`src/rtl/alto_pkg.sv`:
```
`timescale 1ns / 1ps

package alto_pkg;

    // Field and register widths
    localparam int FIX_W      = 27;
    localparam int HEAD_W     = 18;
    localparam int OUT_W      = 29;
    localparam int AOFF_W     = 18;
    localparam int AZ_W       = 18;
    localparam int TWR_W      = 20;
    localparam int SHIFT_W    = 28;
    localparam int CFG_DATA_W = 28;
    localparam int CFG_IDX_W  = 3;

    // Internal datapath widths
    localparam int ANG_W  = 20;            // negated heading sum, 1/256 degree
    localparam int ARM_W  = 21;            // antenna offset minus tower joint
    localparam int SW     = 30;            // fix minus site shift
    localparam int CW     = 31;            // CORDIC x / y with guard bits
    localparam int ZW     = 33;            // CORDIC residual angle, 2^-24 degree
    localparam int SAT_W  = SW + 1;

    localparam int ARM_GUARD = 8;
    localparam int Z_SHIFT   = 16;

    // Rotation setup
    localparam int CORDIC_STAGES = 16;
    localparam int ATAN_DEPTH    = 24;
    localparam int NUM_CELLS     = (CORDIC_STAGES < ATAN_DEPTH) ? CORDIC_STAGES : ATAN_DEPTH;
    localparam int SHAMT_W       = $clog2(ATAN_DEPTH);

    // Gain correction and rounding
    localparam int GAIN_W      = 31;
    localparam int PROD_W      = CW + GAIN_W;
    localparam int SCALE_SHIFT = 30 + ARM_GUARD;
    localparam int RX_W        = PROD_W - SCALE_SHIFT;

    localparam logic signed [GAIN_W-1:0] GAIN_Q30   = GAIN_W'(652032874);
    localparam logic signed [PROD_W-1:0] ROUND_BIAS = PROD_W'(1) << (SCALE_SHIFT - 1);

    // Angle limits, 1/256 degree
    localparam logic signed [ANG_W-1:0] TURN         = ANG_W'(92160);
    localparam logic signed [ANG_W-1:0] TWO_TURNS    = ANG_W'(184320);
    localparam logic signed [ANG_W-1:0] HALF_TURN    = ANG_W'(46080);
    localparam logic signed [ANG_W-1:0] QUARTER_TURN = ANG_W'(23040);

    // atan(2^-i) in 2^-24 degree
    localparam logic signed [ZW-1:0] ATAN_TAB [ATAN_DEPTH] = '{
        ZW'(754974720), ZW'(445687602), ZW'(235489088), ZW'(119537938),
        ZW'(60000934),  ZW'(30029717),  ZW'(15018523),  ZW'(7509720),
        ZW'(3754917),   ZW'(1877466),   ZW'(938734),    ZW'(469367),
        ZW'(234684),    ZW'(117342),    ZW'(58671),     ZW'(29335),
        ZW'(14668),     ZW'(7334),      ZW'(3667),      ZW'(1833),
        ZW'(917),       ZW'(458),       ZW'(229),       ZW'(115)
    };

    typedef enum logic [CFG_IDX_W-1:0] {
        CFG_ANT_X   = 3'd0,
        CFG_ANT_Y   = 3'd1,
        CFG_AZ_OFF  = 3'd2,
        CFG_TOWER_X = 3'd3,
        CFG_TOWER_Y = 3'd4,
        CFG_SHIFT_E = 3'd5,
        CFG_SHIFT_N = 3'd6
    } cfg_idx_t;

    typedef struct packed {
        logic signed [AOFF_W-1:0]  antenna_offset_x;
        logic signed [AOFF_W-1:0]  antenna_offset_y;
        logic signed [AZ_W-1:0]    azimuth_offset;
        logic signed [TWR_W-1:0]   tower_x;
        logic signed [TWR_W-1:0]   tower_y;
        logic signed [SHIFT_W-1:0] site_shift_east;
        logic signed [SHIFT_W-1:0] site_shift_north;
    } cfg_t;

    typedef struct packed {
        logic signed [CW-1:0] x;
        logic signed [CW-1:0] y;
        logic signed [ZW-1:0] z;
        logic signed [SW-1:0] se;
        logic signed [SW-1:0] sn;
    } cordic_t;

    // Clamp to the signed output range
    function automatic logic signed [OUT_W-1:0] sat_out(input logic signed [SAT_W-1:0] v);
        logic [SAT_W-OUT_W:0] hi_bits;
        hi_bits = v[SAT_W-1:OUT_W-1];
        if (hi_bits == '0 || hi_bits == '1)
            return v[OUT_W-1:0];
        else if (v[SAT_W-1])
            return {1'b1, {(OUT_W-1){1'b0}}};
        else
            return {1'b0, {(OUT_W-1){1'b1}}};
    endfunction

endpackage

```
`src/rtl/alto_res_if.sv`:
```
`timescale 1ns / 1ps

interface alto_res_if import alto_pkg::*;
();
    logic                    valid;
    logic                    ready;
    logic signed [OUT_W-1:0] tower_east;
    logic signed [OUT_W-1:0] tower_north;
    logic signed [OUT_W-1:0] shifted_east;
    logic signed [OUT_W-1:0] shifted_north;

    modport source (output valid, output tower_east, output tower_north,
                    output shifted_east, output shifted_north, input ready);
    modport sink   (input valid, input tower_east, input tower_north,
                    input shifted_east, input shifted_north, output ready);
endinterface

```
`src/rtl/alto_back.sv`:
```
`timescale 1ns / 1ps

module alto_back import alto_pkg::*;
(
    input  logic       clk,
    input  logic       rst_n,
    input  logic       in_valid,
    output logic       in_ready,
    input  cordic_t    in_data,
    alto_res_if.source result
);

    logic b1_valid_reg, b2_valid_reg, b3_valid_reg;
    logic b1_ready, b2_ready, b3_ready;

    logic signed [PROD_W-1:0] px_reg, py_reg, px_next, py_next;
    logic signed [SW-1:0]     b1_se_reg, b1_sn_reg, b2_se_reg, b2_sn_reg;
    logic signed [PROD_W-1:0] sum_x, sum_y;
    logic signed [RX_W-1:0]   rx_reg, ry_reg, rx_next, ry_next;

    logic signed [OUT_W-1:0]  tower_east_reg, tower_north_reg;
    logic signed [OUT_W-1:0]  shifted_east_reg, shifted_north_reg;
    logic signed [OUT_W-1:0]  tower_east_next, tower_north_next;
    logic signed [OUT_W-1:0]  shifted_east_next, shifted_north_next;

    assign b3_ready = !b3_valid_reg || result.ready;
    assign b2_ready = !b2_valid_reg || b3_ready;
    assign b1_ready = !b1_valid_reg || b2_ready;
    assign in_ready = b1_ready;

    assign result.valid         = b3_valid_reg;
    assign result.tower_east    = tower_east_reg;
    assign result.tower_north   = tower_north_reg;
    assign result.shifted_east  = shifted_east_reg;
    assign result.shifted_north = shifted_north_reg;

    // Gain correction multiply
    assign px_next = in_data.x * GAIN_Q30;
    assign py_next = in_data.y * GAIN_Q30;

    // Round half up and drop guard and gain fraction bits
    always_comb
    begin
        sum_x   = px_reg + ROUND_BIAS;
        sum_y   = py_reg + ROUND_BIAS;
        rx_next = sum_x[PROD_W-1:SCALE_SHIFT];
        ry_next = sum_y[PROD_W-1:SCALE_SHIFT];
    end

    // Remove rotated arm and clamp
    always_comb
    begin
        tower_east_next    = sat_out(SAT_W'(b2_se_reg) - SAT_W'(rx_reg));
        tower_north_next   = sat_out(SAT_W'(b2_sn_reg) - SAT_W'(ry_reg));
        shifted_east_next  = sat_out(SAT_W'(b2_se_reg));
        shifted_north_next = sat_out(SAT_W'(b2_sn_reg));
    end

    always_ff @(posedge clk or negedge rst_n)
    begin
        if (!rst_n)
        begin
            b1_valid_reg <= 1'b0;
            b2_valid_reg <= 1'b0;
            b3_valid_reg <= 1'b0;
        end
        else
        begin
            if (b1_ready)
                b1_valid_reg <= in_valid;
            if (b2_ready)
                b2_valid_reg <= b1_valid_reg;
            if (b3_ready)
                b3_valid_reg <= b2_valid_reg;
        end
    end

    always_ff @(posedge clk)
    begin
        if (in_valid && b1_ready)
        begin
            px_reg    <= px_next;
            py_reg    <= py_next;
            b1_se_reg <= in_data.se;
            b1_sn_reg <= in_data.sn;
        end
        if (b1_valid_reg && b2_ready)
        begin
            rx_reg    <= rx_next;
            ry_reg    <= ry_next;
            b2_se_reg <= b1_se_reg;
            b2_sn_reg <= b1_sn_reg;
        end
        if (b2_valid_reg && b3_ready)
        begin
            tower_east_reg    <= tower_east_next;
            tower_north_reg   <= tower_north_next;
            shifted_east_reg  <= shifted_east_next;
            shifted_north_reg <= shifted_north_next;
        end
    end

endmodule

```
`src/flat_wrapper.sv`:
```
// flat-port wrapper written by rule: the top's interface ports become plain ports
module alto_back_flat import alto_pkg::*;
  (clk, rst_n, in_valid, in_ready, in_data, result_valid, result_tower_east, result_tower_north, result_shifted_east, result_shifted_north, result_ready);
  alto_res_if result_i ();
  input  logic clk;
  input  logic rst_n;
  input  logic in_valid;
  output logic in_ready;
  input  cordic_t in_data;
  output wire logic [$bits(result_i.valid)-1:0] result_valid;
  output wire logic [$bits(result_i.tower_east)-1:0] result_tower_east;
  output wire logic [$bits(result_i.tower_north)-1:0] result_tower_north;
  output wire logic [$bits(result_i.shifted_east)-1:0] result_shifted_east;
  output wire logic [$bits(result_i.shifted_north)-1:0] result_shifted_north;
  input wire logic [$bits(result_i.ready)-1:0] result_ready;
  assign result_valid = result_i.valid;
  assign result_tower_east = result_i.tower_east;
  assign result_tower_north = result_i.tower_north;
  assign result_shifted_east = result_i.shifted_east;
  assign result_shifted_north = result_i.shifted_north;
  assign result_i.ready = result_ready;
  alto_back u_core (.clk(clk), .rst_n(rst_n), .in_valid(in_valid), .in_ready(in_ready), .in_data(in_data), .result(result_i));
endmodule
```
`config.mk`:
```
export PLATFORM = sky130hd
export DESIGN_NAME = alto_back_flat
export DESIGN_NICKNAME = d
export VERILOG_FILES = /design/src/rtl/alto_pkg.sv /design/src/rtl/alto_res_if.sv /design/src/rtl/alto_back.sv /design/src/flat_wrapper.sv
export SDC_FILE = /design/constraint.sdc
export NUM_CORES = 2
export LEC_CHECK = 0
export ABC_AREA = 1
export BUFFER_PORTS_ARGS = -buffer_cell sky130_fd_sc_hd__clkbuf_2
export CORE_MARGIN = 5
export CORE_UTILIZATION = 50
export CTS_CLUSTER_SIZE = 24
export DETAILED_ROUTE_END_ITERATION = 8
export GPL_TIMING_DRIVEN = 0
export HOLD_SLACK_MARGIN = 0.1
export PLACE_DENSITY = 0.66
export SYNTH_ARGS = -nofsm -noshare
export SYNTH_HDL_FRONTEND = slang
export SYNTH_SLANG_ARGS = --single-unit
```
`constraint.sdc`:
```
create_clock -name clk -period 7.35 [get_ports clk]
set_input_delay 1.47 -clock clk [delete_from_list [all_inputs] [get_ports clk]]
set_output_delay 1.47 -clock clk [all_outputs]
set_load 0.1 [all_outputs]
```
**Yosys cells after proc, flatten, opt, wreduce, memory -nomap -nowiden**

Index checks and enable logic that the tools add are counted.

- Flip-flop bits (word level): 409
- Output and inout bits: 118
- Logic and storage cells: 50
- Memories kept: 0
- Latch bits: 0
- Bits in read-only memories: 0
- Bits in writable memories: 0
- Input bits: 159

- Order comparisons: 0
- Reduce and logical (&&, ||, !) cells: 17
- Div/mod/pow operators: 0
- Add/sub/neg operators: 4
- Equal/unequal tests: 4
- Multiply operators: 2
- Muxes and demuxes: 8
- Bitwise operators: 0
- Shifts and indexed selects: 0

Operators with widths:

| operator | count |
|---|---|
| $mux W29 | 8 |
| $add A62 B39 Y62 const B | 2 |
| $mul A31 B30 Y61 const B | 2 |
| $sub A30 B24 Y31 | 2 |
| $eq A3 B3 Y1 const B | 4 |
| $logic_not A3 Y1 | 4 |
| $logic_or A1 B1 Y1 | 7 |
| $logic_and A1 B1 Y1 | 3 |
| $logic_not A1 Y1 | 3 |

**Depth between registers and ports, before layout**

- Depth in word-level cells: 5
- Gate-level depth with buffers: 30
- Gate-level depth less buffers: 29

**Worst setup path after synthesis**

Ideal clock, no wire load.

- Path kind: input to register
- Start: input port result_ready
- End: register u_core.shifted_east_reg[0], in the netlist u_core.result.shifted_east[0], enable pin
- Required time: 6721 ps
- Path buffers: 0
- Arrival: 7070 ps
- Cell stages on the path: 2
- Path slack: -349 ps
- Cell sequence: inv_1 a21oi_1

- Cells in the longest elaborated chain, start to end: 2

RTL lines:

| what | RTL line | RTL |
|---|---|---|
| start: declaration | flat_wrapper.sv:15 | `input wire logic [$bits(result_i.ready)-1:0] result_ready;` |
| $logic_or A1 B1 Y1 | alto_back.sv:26 | `assign b3_ready = !b3_valid_reg \|\| result.ready;` |
| $logic_and A1 B1 Y1 | alto_back.sv:94 | `if (b2_valid_reg && b3_ready)` |
| end signal: assignment | alto_back.sv:98 | `shifted_east_reg <= shifted_east_next;` |
| end: declaration | alto_back.sv:22 | `logic signed [OUT_W-1:0] shifted_east_reg, shifted_north_reg;` |

No other way between the ends.
A chain may end at the register's enable or synchronous reset.

**Worst setup path in the final report**

- Start: input port in_data[119] in the netlist's numbering
- End: register u_core.py_reg[51] (data pin)

- Cells in the longest elaborated chain, start to end: 1

RTL lines:

| what | RTL line | RTL |
|---|---|---|
| start: declaration | flat_wrapper.sv:9 | `input cordic_t in_data;` |
| $mul A31 B30 Y61 | alto_back.sv:39 | `assign py_next = in_data.y * GAIN_Q30;` |
| named net u_core.py_next[51] | alto_back.sv:16 | `logic signed [PROD_W-1:0] px_reg, py_reg, px_next, py_next;` |
| end signal: assignment | alto_back.sv:83 | `py_reg <= py_next;` |
| end: declaration | alto_back.sv:16 |  |

The timed path passes the listed nets, and every way through them passes these cells.

==> Flow_metrics.wiki <==
{| class="wikitable"
! Metric !! Value
|-
| First-pass GRT wire length || 248 mm
|-
| Final RePlAce weighted congestion || 1.02
|-
| Outcome || complete, no violations
|-
| H-tree levels || 1
|-
| Critical path fanouts, max || 6
|-
| Number of buffer and inverter stages on the critical path || 6
|-
| Overall track demand over capacity in global routing || 27.5%
|-
| Total number of vias || 41.5k
|-
| # hold bufs at CTS || 0
|-
| Standard cell with the maximum stage delay on the critical path || fa_1
|-
| Site row count || 122
|-
| Kind of start point of the critical path || primary input
|-
| Via count of the first global-routing pass || 42.2k
|-
| I/O Buffers || 243
|-
| Later-pin clock latency in the skew report || 600 ps
|-
| Area added between synthesis and finish || 10.8%
|-
| Endpoint type of the worst setup path || flop
|-
| Antenna violations before repair || 0
|-
| Clock tree from TritonCTS || done
|-
| Number of DRC markers after the initial detailed-route iteration || 2959
|-
| WP data arrival || 7560 ps
|-
| Max-Cap Viols || 0
|-
| Number of instances in the synthesized netlist || 6324
|-
| Highest clock frequency the design can meet || 139 MHz
|-
| Share of the core filled with cells || 55.9%
|-
| Number of sinks driven by the clock tree || 337
|-
| Worst Skew || 31.9 ps
|-
| Sequential element share of the synthesized area || 18.1%
|-
| Library cell used as clock root buffer || clkbuf_16
|-
| Synth warnings || 0
|-
| Share of layout cells above drive strength 1 || 10.2%
|-
| Least-Margin Pin Slew || 875 ps
|-
| Slew headroom || 41.5%
|-
| Number of distinct standard cells referenced by the synthesized netlist || 45
|-
| I/O pin cnt || 277
|-
| Clk slew on worst S/H paths || 70 ps
|-
| Net Count, Synth || 8085
|-
| Unrepaired setup endpoints after global routing || true
|-
| Routed WL || 163 mm
|-
| Commonest cells after routing, fill and taps aside || inv_1, nand2_1, fa_1
|-
| Period utilisation layout || 98.0%
|-
| Data required time at the worst endpoint || 7710 ps
|-
| Crit path max-delay family || adder cells
|-
| DRT Pass-1 Iters || 5
|-
| Number of antenna-violating nets in the routed design || 0
|-
| Number of filler instances in the final layout || 10.3k
|-
| DR WL/cell || 20.1 um
|-
| Detailed placement HPWL || 146 mm
|-
| Slew Viols, Final || 0
|-
| Worst Setup Path Type || in2reg
|-
| Most common cell after layout, fill and taps aside || inv_1
|-
| Initial cell density of the core || 50.5%
|-
| Count of endpoints failing setup in the final report || 0
|-
| Post-layout net count || 8371
|-
| Standard cell core area || 111000 um^2
|-
| Final critical-path required period || 7200 ps
|-
| Cell-by-cell trace of the critical path || clkbuf_2 -> ha_2 -> inv_1 -> fa_1 -> fa_1 -> inv_1 -> fa_1 -> fa_1 -> fa_1 -> fa_1 -> inv_1 -> fa_1 -> inv_1 -> ha_2 -> nand2_1 -> nor2_2 -> nand2_1 -> nor2_1 -> nand2_2 -> inv_1 -> o211ai_1 -> nand3_1 -> nand2_1
|-
| Final Hold Viols || 0
|-
| Cell area after synthesis || 55900 um^2
|-
| Number of diodes || 0
|-
| Sequential cell area || 10100 um^2
|-
| Via-per-instance ratio || 5.11
|-
| Num CTS Buffers || 28
|-
| DRC violation count after routing || 0
|-
| Average size of a mapped cell || 8.84 um^2
|-
| Pin count of the biggest net entering global routing || 70
|-
| Class of the worst hold path || reg2reg
|-
| Die ar. || 119000 um^2
|-
| Die height || 344 um
|-
| Most common cell on crit path || fa_1
|-
| Seq cells post-synth || 337
|-
| Delay of the slowest critical-path stage || 680 ps
|-
| Total global routing overflow || 0
|-
| Area used by multi-input combinational logic || 40500 um^2
|-
| Floorplan die width || 344 um
|-
| Clock buffer depth || 3
|}
-- worst register-to-register path, delay by kind of cell, from the launching register on --
kind                       cells  cell delay [ps]
AOI/OAI and AO/OA              2              530
and+or+nand+nor               10              810
adders and majority gates      1              350
DFF                            1              420
buffers and inverters          2              410
-- cells by family (layout without fill, tap and decap cells) --
| kind of cell | Yosys count | after routing | synth area share [%] |
|---|---|---|---|
| compound gates | 578 | 578 | 5.79 |
| xor+xnor | 283 | 283 | 4.43 |
| simple gates | 1684 | 1684 | 12.4 |
| buf+inv | 1840 | 2148 | 12.5 |
| fa+ha+maj | 1602 | 1602 | 46.8 |
| flops | 337 | 337 | 18.1 |
-- metal layers --
metal / vias to the layer above / wire length [um] / global-route usage [%]
met3: 169 / 11500 / 4.05
met5: - / 0 / 0
met1: 20200 / 73900 / 40.0
li1: 19800 / - / -
met4: 0 / 3220 / 4.66
met2: 1293 / 74800 / 44.6
-- metrics by stage --
step / worst slack (ps) / instances / area [um^2] / hold slack (ps) / setup TNS, ps
2_1_floorplan: 252 / 6324 / 55900 / 400 / 0
3_3_place_gp: -1690 / 8055 / 59000 / 401 / -60970
3_5_place_dp: -1750 / 8061 / 59200 / 405 / -61250
4_1_cts: -19.3 / 8100 / 60500 / 422 / -40.3
5_1_grt: -69.0 / 8120 / 62000 / 425 / -313
6_report: 149 / 8120 / 62000 / 419 / 0
-- layout make-up --
class	instances	area share, %
buffer	25	0.301
clock buffer	30	1.14
tap	1488	3.00
clock inverter	22	0.444
inverter	1801	10.9
timing repair buffer	270	2.63
sequential	337	16.3
multi-input combinational	4147	65.3
-- synthesized netlist by cell type, drive strengths merged --
cell / number / area (um^2)
inv: 1801 / 6760
nand2: 1067 / 4080
fa: 819 / 16400
ha: 783 / 9800
nor2: 349 / 1340
edfxtp: 334 / 10000
a21oi: 299 / 1500
xor2: 218 / 1910
nand3: 157 / 831
o21ai: 146 / 734
o21bai: 67 / 503
xnor2: 65 / 569
nor3: 44 / 241
nand4: 32 / 200
clkbuf: 30 / 113
a21o: 25 / 188
nor4: 12 / 81.3
o21a: 11 / 82.6
buf: 9 / 110
or2: 9 / 56.3
a21boi: 8 / 60.1
nand3b: 8 / 60.1
a22o: 7 / 61.3
o211ai: 7 / 52.6
o22ai: 6 / 37.5
dfrtp: 3 / 75.1
nand2b: 3 / 18.8
a31o: 2 / 17.5
and2: 1 / 6.26
and3: 1 / 6.26
nor3b: 1 / 12.5
-- repair_timing --
item	in CTS	in global routing
cloned	0	1
endpoints found under the setup margin	49	50
resized for setup	95	368
setup buffers	1	19
pin swaps	1	33
-- worst paths after layout --
check / from / to / slack [ps] / depth (start not counted)
max: in_data[119] / u_core.py_reg[51]$_DFFE_PP_ / 150 / 23
min: u_core.b1_sn_reg[27]$_DFFE_PP_ / u_core.b2_sn_reg[27]$_DFFE_PP_ / 420 / 0
max reg2reg: u_core.rx_reg[23]$_DFFE_PP_ / u_core.result.tower_east[15]$_DFFE_PP_ / 4560 / 15
min reg2reg: u_core.b1_sn_reg[27]$_DFFE_PP_ / u_core.b2_sn_reg[27]$_DFFE_PP_ / 420 / 0
max in group asynchronous: rst_n / u_core.result.valid$_DFFE_PN0P_ / 6570 / 1
min in group asynchronous: rst_n / u_core.b2_valid_reg$_DFFE_PN0P_ / 660 / 1
Power is left out: the tool's default activity adds up to more than one toggle a clock period on the data nets, which glitch-free logic cannot reach.
