`config.mk`:
```
export PLATFORM = sky130hd
export DESIGN_NAME = alto_front_flat
export DESIGN_NICKNAME = d
export VERILOG_FILES = /design/src/rtl/alto_pkg.sv /design/src/rtl/alto_fix_if.sv /design/src/rtl/alto_front.sv /design/src/flat_wrapper.sv
export SDC_FILE = /design/constraint.sdc
export NUM_CORES = 1
export LEC_CHECK = 0
export ABC_CLOCK_PERIOD_IN_PS = 6490
export BUFFER_PORTS_ARGS = -buffer_cell sky130_fd_sc_hd__buf_4
export CAP_MARGIN = 20
export CORE_MARGIN = 2
export CORE_UTILIZATION = 40
export CTS_BUF_LIST = sky130_fd_sc_hd__clkbuf_4 sky130_fd_sc_hd__clkbuf_8
export CTS_CLUSTER_DIAMETER = 200
export DETAILED_ROUTE_END_ITERATION = 6
export GPL_TIMING_DRIVEN = 0
export PLACE_DENSITY_LB_ADDON = 0.08
export REMOVE_ABC_BUFFERS = 1
export SLEW_MARGIN = 10
export SYNTH_ARGS = -nofsm -noshare
export SYNTH_HDL_FRONTEND = slang
export SYNTH_SLANG_ARGS = --single-unit
```
`constraint.sdc`:
```
create_clock -name clk -period 6.49 [get_ports clk]
set_input_delay 1.298 -clock clk [delete_from_list [all_inputs] [get_ports clk]]
set_output_delay 1.298 -clock clk [all_outputs]
set_load 0.05 [all_outputs]
```
`src/rtl/alto_pkg.sv`:
```
`timescale 1ns / 1ps

package alto_pkg;

    // Field and register widths
    localparam int FIX_W      = 27;
    localparam int HEAD_W     = 18;
    localparam int OUT_W      = 29;
    localparam int AOFF_W     = 18;
    localparam int AZ_W       = 18;
    localparam int TWR_W      = 20;
    localparam int SHIFT_W    = 28;
    localparam int CFG_DATA_W = 28;
    localparam int CFG_IDX_W  = 3;

    // Internal datapath widths
    localparam int ANG_W  = 20;            // negated heading sum, 1/256 degree
    localparam int ARM_W  = 21;            // antenna offset minus tower joint
    localparam int SW     = 30;            // fix minus site shift
    localparam int CW     = 31;            // CORDIC x / y with guard bits
    localparam int ZW     = 33;            // CORDIC residual angle, 2^-24 degree
    localparam int SAT_W  = SW + 1;

    localparam int ARM_GUARD = 8;
    localparam int Z_SHIFT   = 16;

    // Rotation setup
    localparam int CORDIC_STAGES = 16;
    localparam int ATAN_DEPTH    = 24;
    localparam int NUM_CELLS     = (CORDIC_STAGES < ATAN_DEPTH) ? CORDIC_STAGES : ATAN_DEPTH;
    localparam int SHAMT_W       = $clog2(ATAN_DEPTH);

    // Gain correction and rounding
    localparam int GAIN_W      = 31;
    localparam int PROD_W      = CW + GAIN_W;
    localparam int SCALE_SHIFT = 30 + ARM_GUARD;
    localparam int RX_W        = PROD_W - SCALE_SHIFT;

    localparam logic signed [GAIN_W-1:0] GAIN_Q30   = GAIN_W'(652032874);
    localparam logic signed [PROD_W-1:0] ROUND_BIAS = PROD_W'(1) << (SCALE_SHIFT - 1);

    // Angle limits, 1/256 degree
    localparam logic signed [ANG_W-1:0] TURN         = ANG_W'(92160);
    localparam logic signed [ANG_W-1:0] TWO_TURNS    = ANG_W'(184320);
    localparam logic signed [ANG_W-1:0] HALF_TURN    = ANG_W'(46080);
    localparam logic signed [ANG_W-1:0] QUARTER_TURN = ANG_W'(23040);

    // atan(2^-i) in 2^-24 degree
    localparam logic signed [ZW-1:0] ATAN_TAB [ATAN_DEPTH] = '{
        ZW'(754974720), ZW'(445687602), ZW'(235489088), ZW'(119537938),
        ZW'(60000934),  ZW'(30029717),  ZW'(15018523),  ZW'(7509720),
        ZW'(3754917),   ZW'(1877466),   ZW'(938734),    ZW'(469367),
        ZW'(234684),    ZW'(117342),    ZW'(58671),     ZW'(29335),
        ZW'(14668),     ZW'(7334),      ZW'(3667),      ZW'(1833),
        ZW'(917),       ZW'(458),       ZW'(229),       ZW'(115)
    };

    typedef enum logic [CFG_IDX_W-1:0] {
        CFG_ANT_X   = 3'd0,
        CFG_ANT_Y   = 3'd1,
        CFG_AZ_OFF  = 3'd2,
        CFG_TOWER_X = 3'd3,
        CFG_TOWER_Y = 3'd4,
        CFG_SHIFT_E = 3'd5,
        CFG_SHIFT_N = 3'd6
    } cfg_idx_t;

    typedef struct packed {
        logic signed [AOFF_W-1:0]  antenna_offset_x;
        logic signed [AOFF_W-1:0]  antenna_offset_y;
        logic signed [AZ_W-1:0]    azimuth_offset;
        logic signed [TWR_W-1:0]   tower_x;
        logic signed [TWR_W-1:0]   tower_y;
        logic signed [SHIFT_W-1:0] site_shift_east;
        logic signed [SHIFT_W-1:0] site_shift_north;
    } cfg_t;

    typedef struct packed {
        logic signed [CW-1:0] x;
        logic signed [CW-1:0] y;
        logic signed [ZW-1:0] z;
        logic signed [SW-1:0] se;
        logic signed [SW-1:0] sn;
    } cordic_t;

    // Clamp to the signed output range
    function automatic logic signed [OUT_W-1:0] sat_out(input logic signed [SAT_W-1:0] v);
        logic [SAT_W-OUT_W:0] hi_bits;
        hi_bits = v[SAT_W-1:OUT_W-1];
        if (hi_bits == '0 || hi_bits == '1)
            return v[OUT_W-1:0];
        else if (v[SAT_W-1])
            return {1'b1, {(OUT_W-1){1'b0}}};
        else
            return {1'b0, {(OUT_W-1){1'b1}}};
    endfunction

endpackage

```
`src/rtl/alto_fix_if.sv`:
```
`timescale 1ns / 1ps

interface alto_fix_if import alto_pkg::*;
();
    logic                     valid;
    logic                     ready;
    logic        [FIX_W-1:0]  fix_east;
    logic        [FIX_W-1:0]  fix_north;
    logic signed [HEAD_W-1:0] heading;

    modport source (output valid, output fix_east, output fix_north, output heading,
                    input ready);
    modport sink   (input valid, input fix_east, input fix_north, input heading,
                    output ready);
endinterface

```
`src/rtl/alto_front.sv`:
```
`timescale 1ns / 1ps

module alto_front import alto_pkg::*;
(
    input  logic     clk,
    input  logic     rst_n,
    input  cfg_t     cfg,
    alto_fix_if.sink fix,
    output logic     out_valid,
    input  logic     out_ready,
    output cordic_t  out_data
);

    typedef struct packed {
        logic signed [ARM_W-1:0] x;
        logic signed [ARM_W-1:0] y;
        logic signed [SW-1:0]    se;
        logic signed [SW-1:0]    sn;
    } side_t;

    logic s1_valid_reg, s2_valid_reg, s3_valid_reg;
    logic s1_ready, s2_ready, s3_ready;

    logic signed [ANG_W-1:0] s1_ang_reg, s1_ang_next;
    logic signed [ANG_W-1:0] s2_ang_reg, s2_ang_next;
    side_t                   s1_side_reg, s1_side_next;
    side_t                   s2_side_reg;
    cordic_t                 s3_data_reg, s3_data_next;

    logic signed [ANG_W-1:0] wrap_ang;
    logic signed [ANG_W-1:0] fold_ang;
    logic                    fold_neg;
    logic signed [ARM_W-1:0] arm_x, arm_y;

    assign s3_ready  = !s3_valid_reg || out_ready;
    assign s2_ready  = !s2_valid_reg || s3_ready;
    assign s1_ready  = !s1_valid_reg || s2_ready;
    assign fix.ready = s1_ready;

    assign out_valid = s3_valid_reg;
    assign out_data  = s3_data_reg;

    // Stage 1: negated angle sum, lever arm, site shift
    always_comb
    begin
        s1_ang_next     = -(ANG_W'(fix.heading) + ANG_W'(cfg.azimuth_offset));
        s1_side_next.x  = ARM_W'(cfg.antenna_offset_x) - ARM_W'(cfg.tower_x);
        s1_side_next.y  = ARM_W'(cfg.antenna_offset_y) - ARM_W'(cfg.tower_y);
        s1_side_next.se = SW'($signed({1'b0, fix.fix_east})) - SW'(cfg.site_shift_east);
        s1_side_next.sn = SW'($signed({1'b0, fix.fix_north})) - SW'(cfg.site_shift_north);
    end

    // Stage 2: truncating remainder by one turn
    always_comb
    begin
        priority if (s1_ang_reg >= TWO_TURNS)
            s2_ang_next = s1_ang_reg - TWO_TURNS;
        else if (s1_ang_reg >= TURN)
            s2_ang_next = s1_ang_reg - TURN;
        else if (s1_ang_reg <= -TWO_TURNS)
            s2_ang_next = s1_ang_reg + TWO_TURNS;
        else if (s1_ang_reg <= -TURN)
            s2_ang_next = s1_ang_reg + TURN;
        else
            s2_ang_next = s1_ang_reg;
    end

    // Stage 3: wrap to a half turn, fold into a quarter turn, scale up
    always_comb
    begin
        priority if (s2_ang_reg > HALF_TURN)
            wrap_ang = s2_ang_reg - TURN;
        else if (s2_ang_reg < -HALF_TURN)
            wrap_ang = s2_ang_reg + TURN;
        else
            wrap_ang = s2_ang_reg;

        priority if (wrap_ang > QUARTER_TURN)
        begin
            fold_ang = wrap_ang - HALF_TURN;
            fold_neg = 1'b1;
        end
        else if (wrap_ang < -QUARTER_TURN)
        begin
            fold_ang = wrap_ang + HALF_TURN;
            fold_neg = 1'b1;
        end
        else
        begin
            fold_ang = wrap_ang;
            fold_neg = 1'b0;
        end

        arm_x = fold_neg ? -s2_side_reg.x : s2_side_reg.x;
        arm_y = fold_neg ? -s2_side_reg.y : s2_side_reg.y;

        s3_data_next.x  = CW'(arm_x) <<< ARM_GUARD;
        s3_data_next.y  = CW'(arm_y) <<< ARM_GUARD;
        s3_data_next.z  = ZW'(fold_ang) <<< Z_SHIFT;
        s3_data_next.se = s2_side_reg.se;
        s3_data_next.sn = s2_side_reg.sn;
    end

    always_ff @(posedge clk or negedge rst_n)
    begin
        if (!rst_n)
        begin
            s1_valid_reg <= 1'b0;
            s2_valid_reg <= 1'b0;
            s3_valid_reg <= 1'b0;
        end
        else
        begin
            if (s1_ready)
                s1_valid_reg <= fix.valid;
            if (s2_ready)
                s2_valid_reg <= s1_valid_reg;
            if (s3_ready)
                s3_valid_reg <= s2_valid_reg;
        end
    end

    always_ff @(posedge clk)
    begin
        if (fix.valid && s1_ready)
        begin
            s1_ang_reg  <= s1_ang_next;
            s1_side_reg <= s1_side_next;
        end
        if (s1_valid_reg && s2_ready)
        begin
            s2_ang_reg  <= s2_ang_next;
            s2_side_reg <= s1_side_reg;
        end
        if (s2_valid_reg && s3_ready)
            s3_data_reg <= s3_data_next;
    end

endmodule

```
`src/flat_wrapper.sv`:
```
// flat-port wrapper written by rule: the top's interface ports become plain ports
module alto_front_flat import alto_pkg::*;
  (clk, rst_n, cfg, out_valid, out_ready, out_data, fix_valid, fix_fix_east, fix_fix_north, fix_heading, fix_ready);
  alto_fix_if fix_i ();
  input  logic clk;
  input  logic rst_n;
  input  cfg_t cfg;
  output logic out_valid;
  input  logic out_ready;
  output cordic_t out_data;
  input wire logic [$bits(fix_i.valid)-1:0] fix_valid;
  input wire logic [$bits(fix_i.fix_east)-1:0] fix_fix_east;
  input wire logic [$bits(fix_i.fix_north)-1:0] fix_fix_north;
  input wire logic [$bits(fix_i.heading)-1:0] fix_heading;
  output wire logic [$bits(fix_i.ready)-1:0] fix_ready;
  assign fix_i.valid = fix_valid;
  assign fix_i.fix_east = fix_fix_east;
  assign fix_i.fix_north = fix_fix_north;
  assign fix_i.heading = fix_heading;
  assign fix_ready = fix_i.ready;
  alto_front u_core (.clk(clk), .rst_n(rst_n), .cfg(cfg), .fix(fix_i), .out_valid(out_valid), .out_ready(out_ready), .out_data(out_data));
endmodule
```
Word level (Yosys, flattened, before mapping)
Index checks and enable logic that the tools add are counted.
{"block": "totals", "ff_bits": 366, "inputBits": 226, "out_inout_bits": 157, "word_cells": 63}
{"block": "op_classes", "add_sub_neg": 16, "n_lt_le_gt_ge": 8, "mux": 12, "n_reduce_logical": 9}
{"op": "$mux 20", "n": 6}
{"op": "$sub 28x28->29", "n": 2}
{"op": "$mux 21", "n": 2}
{"op": "$neg 21->21", "n": 2}
{"op": "$sub 18x20->21", "n": 2}
{"op": "$add 20x18->20 const B", "n": 2}
{"op": "$sub 20x18->20 const B", "n": 2}
{"op": "$mux 17", "n": 2}
{"op": "$add 20x19->20 const B", "n": 1}
{"op": "$ge 20x18->1 const B", "n": 1}
{"op": "$ge 20x19->1 const B", "n": 1}
{"op": "$gt 20x16->1 const B", "n": 1}
{"op": "$gt 20x17->1 const B", "n": 1}
{"op": "$le 20x18->1 const B", "n": 1}
{"op": "$le 20x19->1 const B", "n": 1}
{"op": "$lt 20x16->1 const B", "n": 1}
{"op": "$lt 20x17->1 const B", "n": 1}
{"op": "$neg 20->20", "n": 1}
{"op": "$sub 20x19->20 const B", "n": 1}
{"op": "$add 18x18->19", "n": 1}
{"op": "$add 17x17->17 const B", "n": 1}
{"op": "$sub 17x17->17 const B", "n": 1}
{"op": "$logic_and 1x1->1", "n": 3}
{"op": "$logic_not 1->1", "n": 3}
{"op": "2 further kinds", "n": 5}

Logic depth before layout (Yosys ltp)
{"block": "logic_depth", "ltp_word": 7, "depth_mapped": 17, "mapped_depth_nobuf": 13}

Least setup slack after synthesis
No wires, ideal clock.
{"block": "synth_path", "path_kind": "input -> register", "from": "in out_ready", "to": "reg u_core.s1_ang_reg[0], enable pin", "setup_ns": 0.493, "arrival_time_ns": 4.598, "required_time_ns": 5.997, "slack_ns": 1.400, "path_stages": 3, "n_path_buf": 0, "cell_sequence": "nor2b_1 > nand3_1 > and2_1"}
{"block": "synth_via", "elab_chain_cells": 4}
{"item": "from (decl)", "line": "flat_wrapper.sv:9", "rtl": "input logic out_ready;"}
{"item": "$logic_or 1x1->1", "line": "alto_front.sv:35", "rtl": "assign s3_ready = !s3_valid_reg || out_ready;"}
{"item": "$logic_or 1x1->1", "line": "alto_front.sv:36", "rtl": "assign s2_ready = !s2_valid_reg || s3_ready;"}
{"item": "$logic_or 1x1->1", "line": "alto_front.sv:37", "rtl": "assign s1_ready = !s1_valid_reg || s2_ready;"}
{"item": "named net fix_ready", "line": "flat_wrapper.sv:15", "rtl": "output wire logic [$bits(fix_i.ready)-1:0] fix_ready;"}
{"item": "$logic_and 1x1->1", "line": "alto_front.sv:125", "rtl": "if (fix.valid && s1_ready)"}
{"item": "to (signal assigned)", "line": "alto_front.sv:127", "rtl": "s1_ang_reg <= s1_ang_next;"}
{"item": "to (decl)", "line": "alto_front.sv:24", "rtl": "logic signed [ANG_W-1:0] s1_ang_reg, s1_ang_next;"}
The timed path passes the listed nets, and every way through them passes these cells.
A chain may end at the register's enable or synchronous reset.

==> metrics.csv <==
metric;value;unit
dieWidth;223;um
io_pins;383;
routed-via-count;13300;
synth-seq-cells;360;
synth_xor_area_frac;0.0690;
synth-simple-area-share;0.0995;
syn_area_per_cell;11.8;um^2
ys_top_cells_by_area;edfxtp_1, ha_1, xnor2_1;
synth_compound_area_frac;0.126;
fin_tns_setup;0;ps
p_int;4.93;mW
p_leak;9.84;nW
clk_latency;610;ps
cts_sinks;360;
skew;16.5;ps
timing.slew.headroom;0.370;
dp_hpwl;32700;um
finalMaxSlewViolations;0;
syn_to_final_growth;23.4;%
hold_viol_final;0;
core-area;47500;um^2
hold_path_depth;0;
power_density;314;nW/um^2
synth_top_family_by_area;compound AO/OA/AOI/OAI gates;
combPwrFrac;0.294;
die_y;223;um
antenna-diode-count;0;
path_class;in2reg;
portBuffers;350;
irDropWorstVdd;0.000109;V
syn_area;19200;um^2
drc;0;
cts_buffers;66;
synth_cells;1627;
arrival;4580;ps
fmax;237;MHz
num-nets-final;2382;
fill_cells;4298;
die-area;49700;um^2
initial_core_util;0.403;
wirelength;43000;um
setup_viol;0;
ys_types;70;
tightestPinTransition;940;ps
seqPwrFrac;0.436;
cts_tree;yes;
antenna_found_initial;0;
hold_class;reg2reg;
first_iter_violations;553;
ys_warn_count;0;
yosysSeqAreaShare;0.564;
post_cts_buffers;0;
vias_per_cell;4.97;
htreeDepth;3;
status;complete, no violations;
grt_pass1_vias;13400;
first_pass_iters;5;
hold_buffers;0;
timing.final.ws_setup;2270;ps
grt_pass1_wl;67700;um
async_flop_share;0.00833;
grt-ovfl-total;0;
synth_top_cell_by_area;edfxtp_1;
rsz0062_at_grt;false;
detail_route.wl_per_cell;16.1;um
power.switching;2.49;mW
drive_above_1_share;0.229;
rows;80;
endpoint_kind;flop;
postCtsResizedCells;0;
track_usage;0.172;
cp_max_fo;3;
largest_reg_flops;117;
crit_required;6850;ps
setup.worst_path.start_class;input port;
synthMuxAreaShare;0.00163;
synthAdderAreaFrac;0.0888;
swShare;0.336;
finalCritPeriodShare;0.651;
synth_edf_count;357;
ys.flop_type;edfxtp_1;
cts_root_buf;clkbuf_8;
globalplace.congestion;0.857;
grt_max_degree;62;
drv_cap;0;
pre_cts_slack;1680;ps
synth_top_area_share;0.560;
clock_power_share;0.270;
clock_path_buffers;3;
rr_worst_depth;13;
clk_pin_slew_worst_paths;70;ps
period_needed;4220;ps
ant_nets;0;
-- synthesized netlist by cell type, types with 3 or more instances --
cell       instances
a211o_1            3
a211oi_1          15
a21boi_0           8
a21o_1            37
a21oi_1           95
a311oi_1           3
a31oi_1           13
a41o_1             5
a41oi_1            4
and2_1            10
and3_1             8
buf_4             39
buf_6              3
clkbuf_1          17
dfrtp_1            3
edfxtp_1         357
fa_1               5
ha_1             128
inv_1            152
nand2_1           93
nand2b_1          22
nand3_1           23
nand4_1            9
nor2_1           119
nor2b_1           22
nor3_1            43
nor4_1            11
o2111ai_1          3
o211a_1            3
o211ai_1          16
o21a_1            25
o21ai_0           71
o21ai_1            8
o21bai_1           8
o22ai_1           10
o31a_1             3
o31ai_1           14
o41ai_1            3
or2_2              8
or3_1             14
or4_1              7
xnor2_1          102
xor2_1            49
-- power by group through the flow --
stage	Combinational, mW	Sequential [mW]	Clock [mW]
CTS	2.20	3.24	2.10
floorplan	1.04	3.76	0
finish	2.18	3.23	2.00
detailed placement	2.19	3.28	0
global route	2.38	3.27	2.18
global placement	2.14	3.31	0
-- logic make-up after synthesis --
logic type               Yosys count
AO/OA/AOI/OAI                    369
XOR/XNOR                         151
adder cells (fa/ha/maj)          133
buffers and inverters            214
flip-flops                       360
multiplexers                       3
other                              1
AND/OR/NAND/NOR                  396
-- area by class of cell --
cell class | count | area [um^2] | area share
Sequential cell | 360 | 10800 | 0.456
Tap cell | 615 | 769 | 0.0325
Clock buffer | 79 | 1020 | 0.0431
Timing Repair Buffer | 358 | 2810 | 0.119
Clock inverter | 30 | 175 | 0.00741
Multi-Input combinational cell | 1084 | 7510 | 0.318
Inverter | 153 | 574 | 0.0243
-- layer usage --
metal	vias up	wire length (um)	track usage
met5	-	0	0
met4	0	1130	0.0682
met3	66	3750	0.0689
met2	346	20500	0.289
met1	6241	17700	0.197
li1	6674	-	-
-- final timing paths --
path	startpoint	slack [ps]	to
max in group asynchronous	rst_n	5920	u_core.s2_valid_reg
min reg2reg	u_core.s2_side_reg[0]	410	u_core.out_data[0]
max	fix_fix_east[0]	2270	u_core.s1_side_reg[56]
min	u_core.s2_side_reg[0]	410	u_core.out_data[0]
min in group asynchronous	rst_n	480	u_core.s1_valid_reg
max reg2reg	u_core.s2_ang_reg[3]	2310	u_core.out_data[139]
-- layout by cell type, fill, tap and decap left out, types with 14 or more instances in the layout --
master,n
buf_4,350
a211oi_1,15
nand2_1,93
xnor2_1,102
ha_1,128
edfxtp_1,357
inv_1,152
nor2b_1,22
conb_1,32
o21a_1,25
clkbuf_8,68
nand2b_1,22
nor3_1,43
o31ai_1,14
a21oi_1,95
o21ai_0,71
nand3_1,23
a21o_1,37
xor2_1,49
nor2_1,119
clkinv_1,17
or3_1,14
o211ai_1,16
-- metrics by stage --
step | cell area [um^2] | power, mW | instances | utilization | hold slack (ps)
floorplan | 18900 | 4.80 | 1597 | - | 400
global placement | 22300 | 5.45 | 2562 | 0.468 | 400
detailed placement | 22500 | 5.47 | 2570 | 0.472 | 405
CTS | 23600 | 7.54 | 2679 | 0.497 | 409
global route | 23600 | 7.83 | 2679 | 0.497 | 415
finish | 23600 | 7.42 | 2679 | 0.497 | 407
-- worst max-delay path, cell delays in order --
cell and delay, ps:
buf_4 80, inv_1 30, ha_1 210, fa_1 410, nor2b_1 190, o2111ai_1 160, and3_1 230, nor4b_1 660
o211ai_1 310, a31oi_1 370, o211ai_1 160, a21boi_0 270, o21a_1 170, nor2_1 50
(Power assumes the default switching activity.)
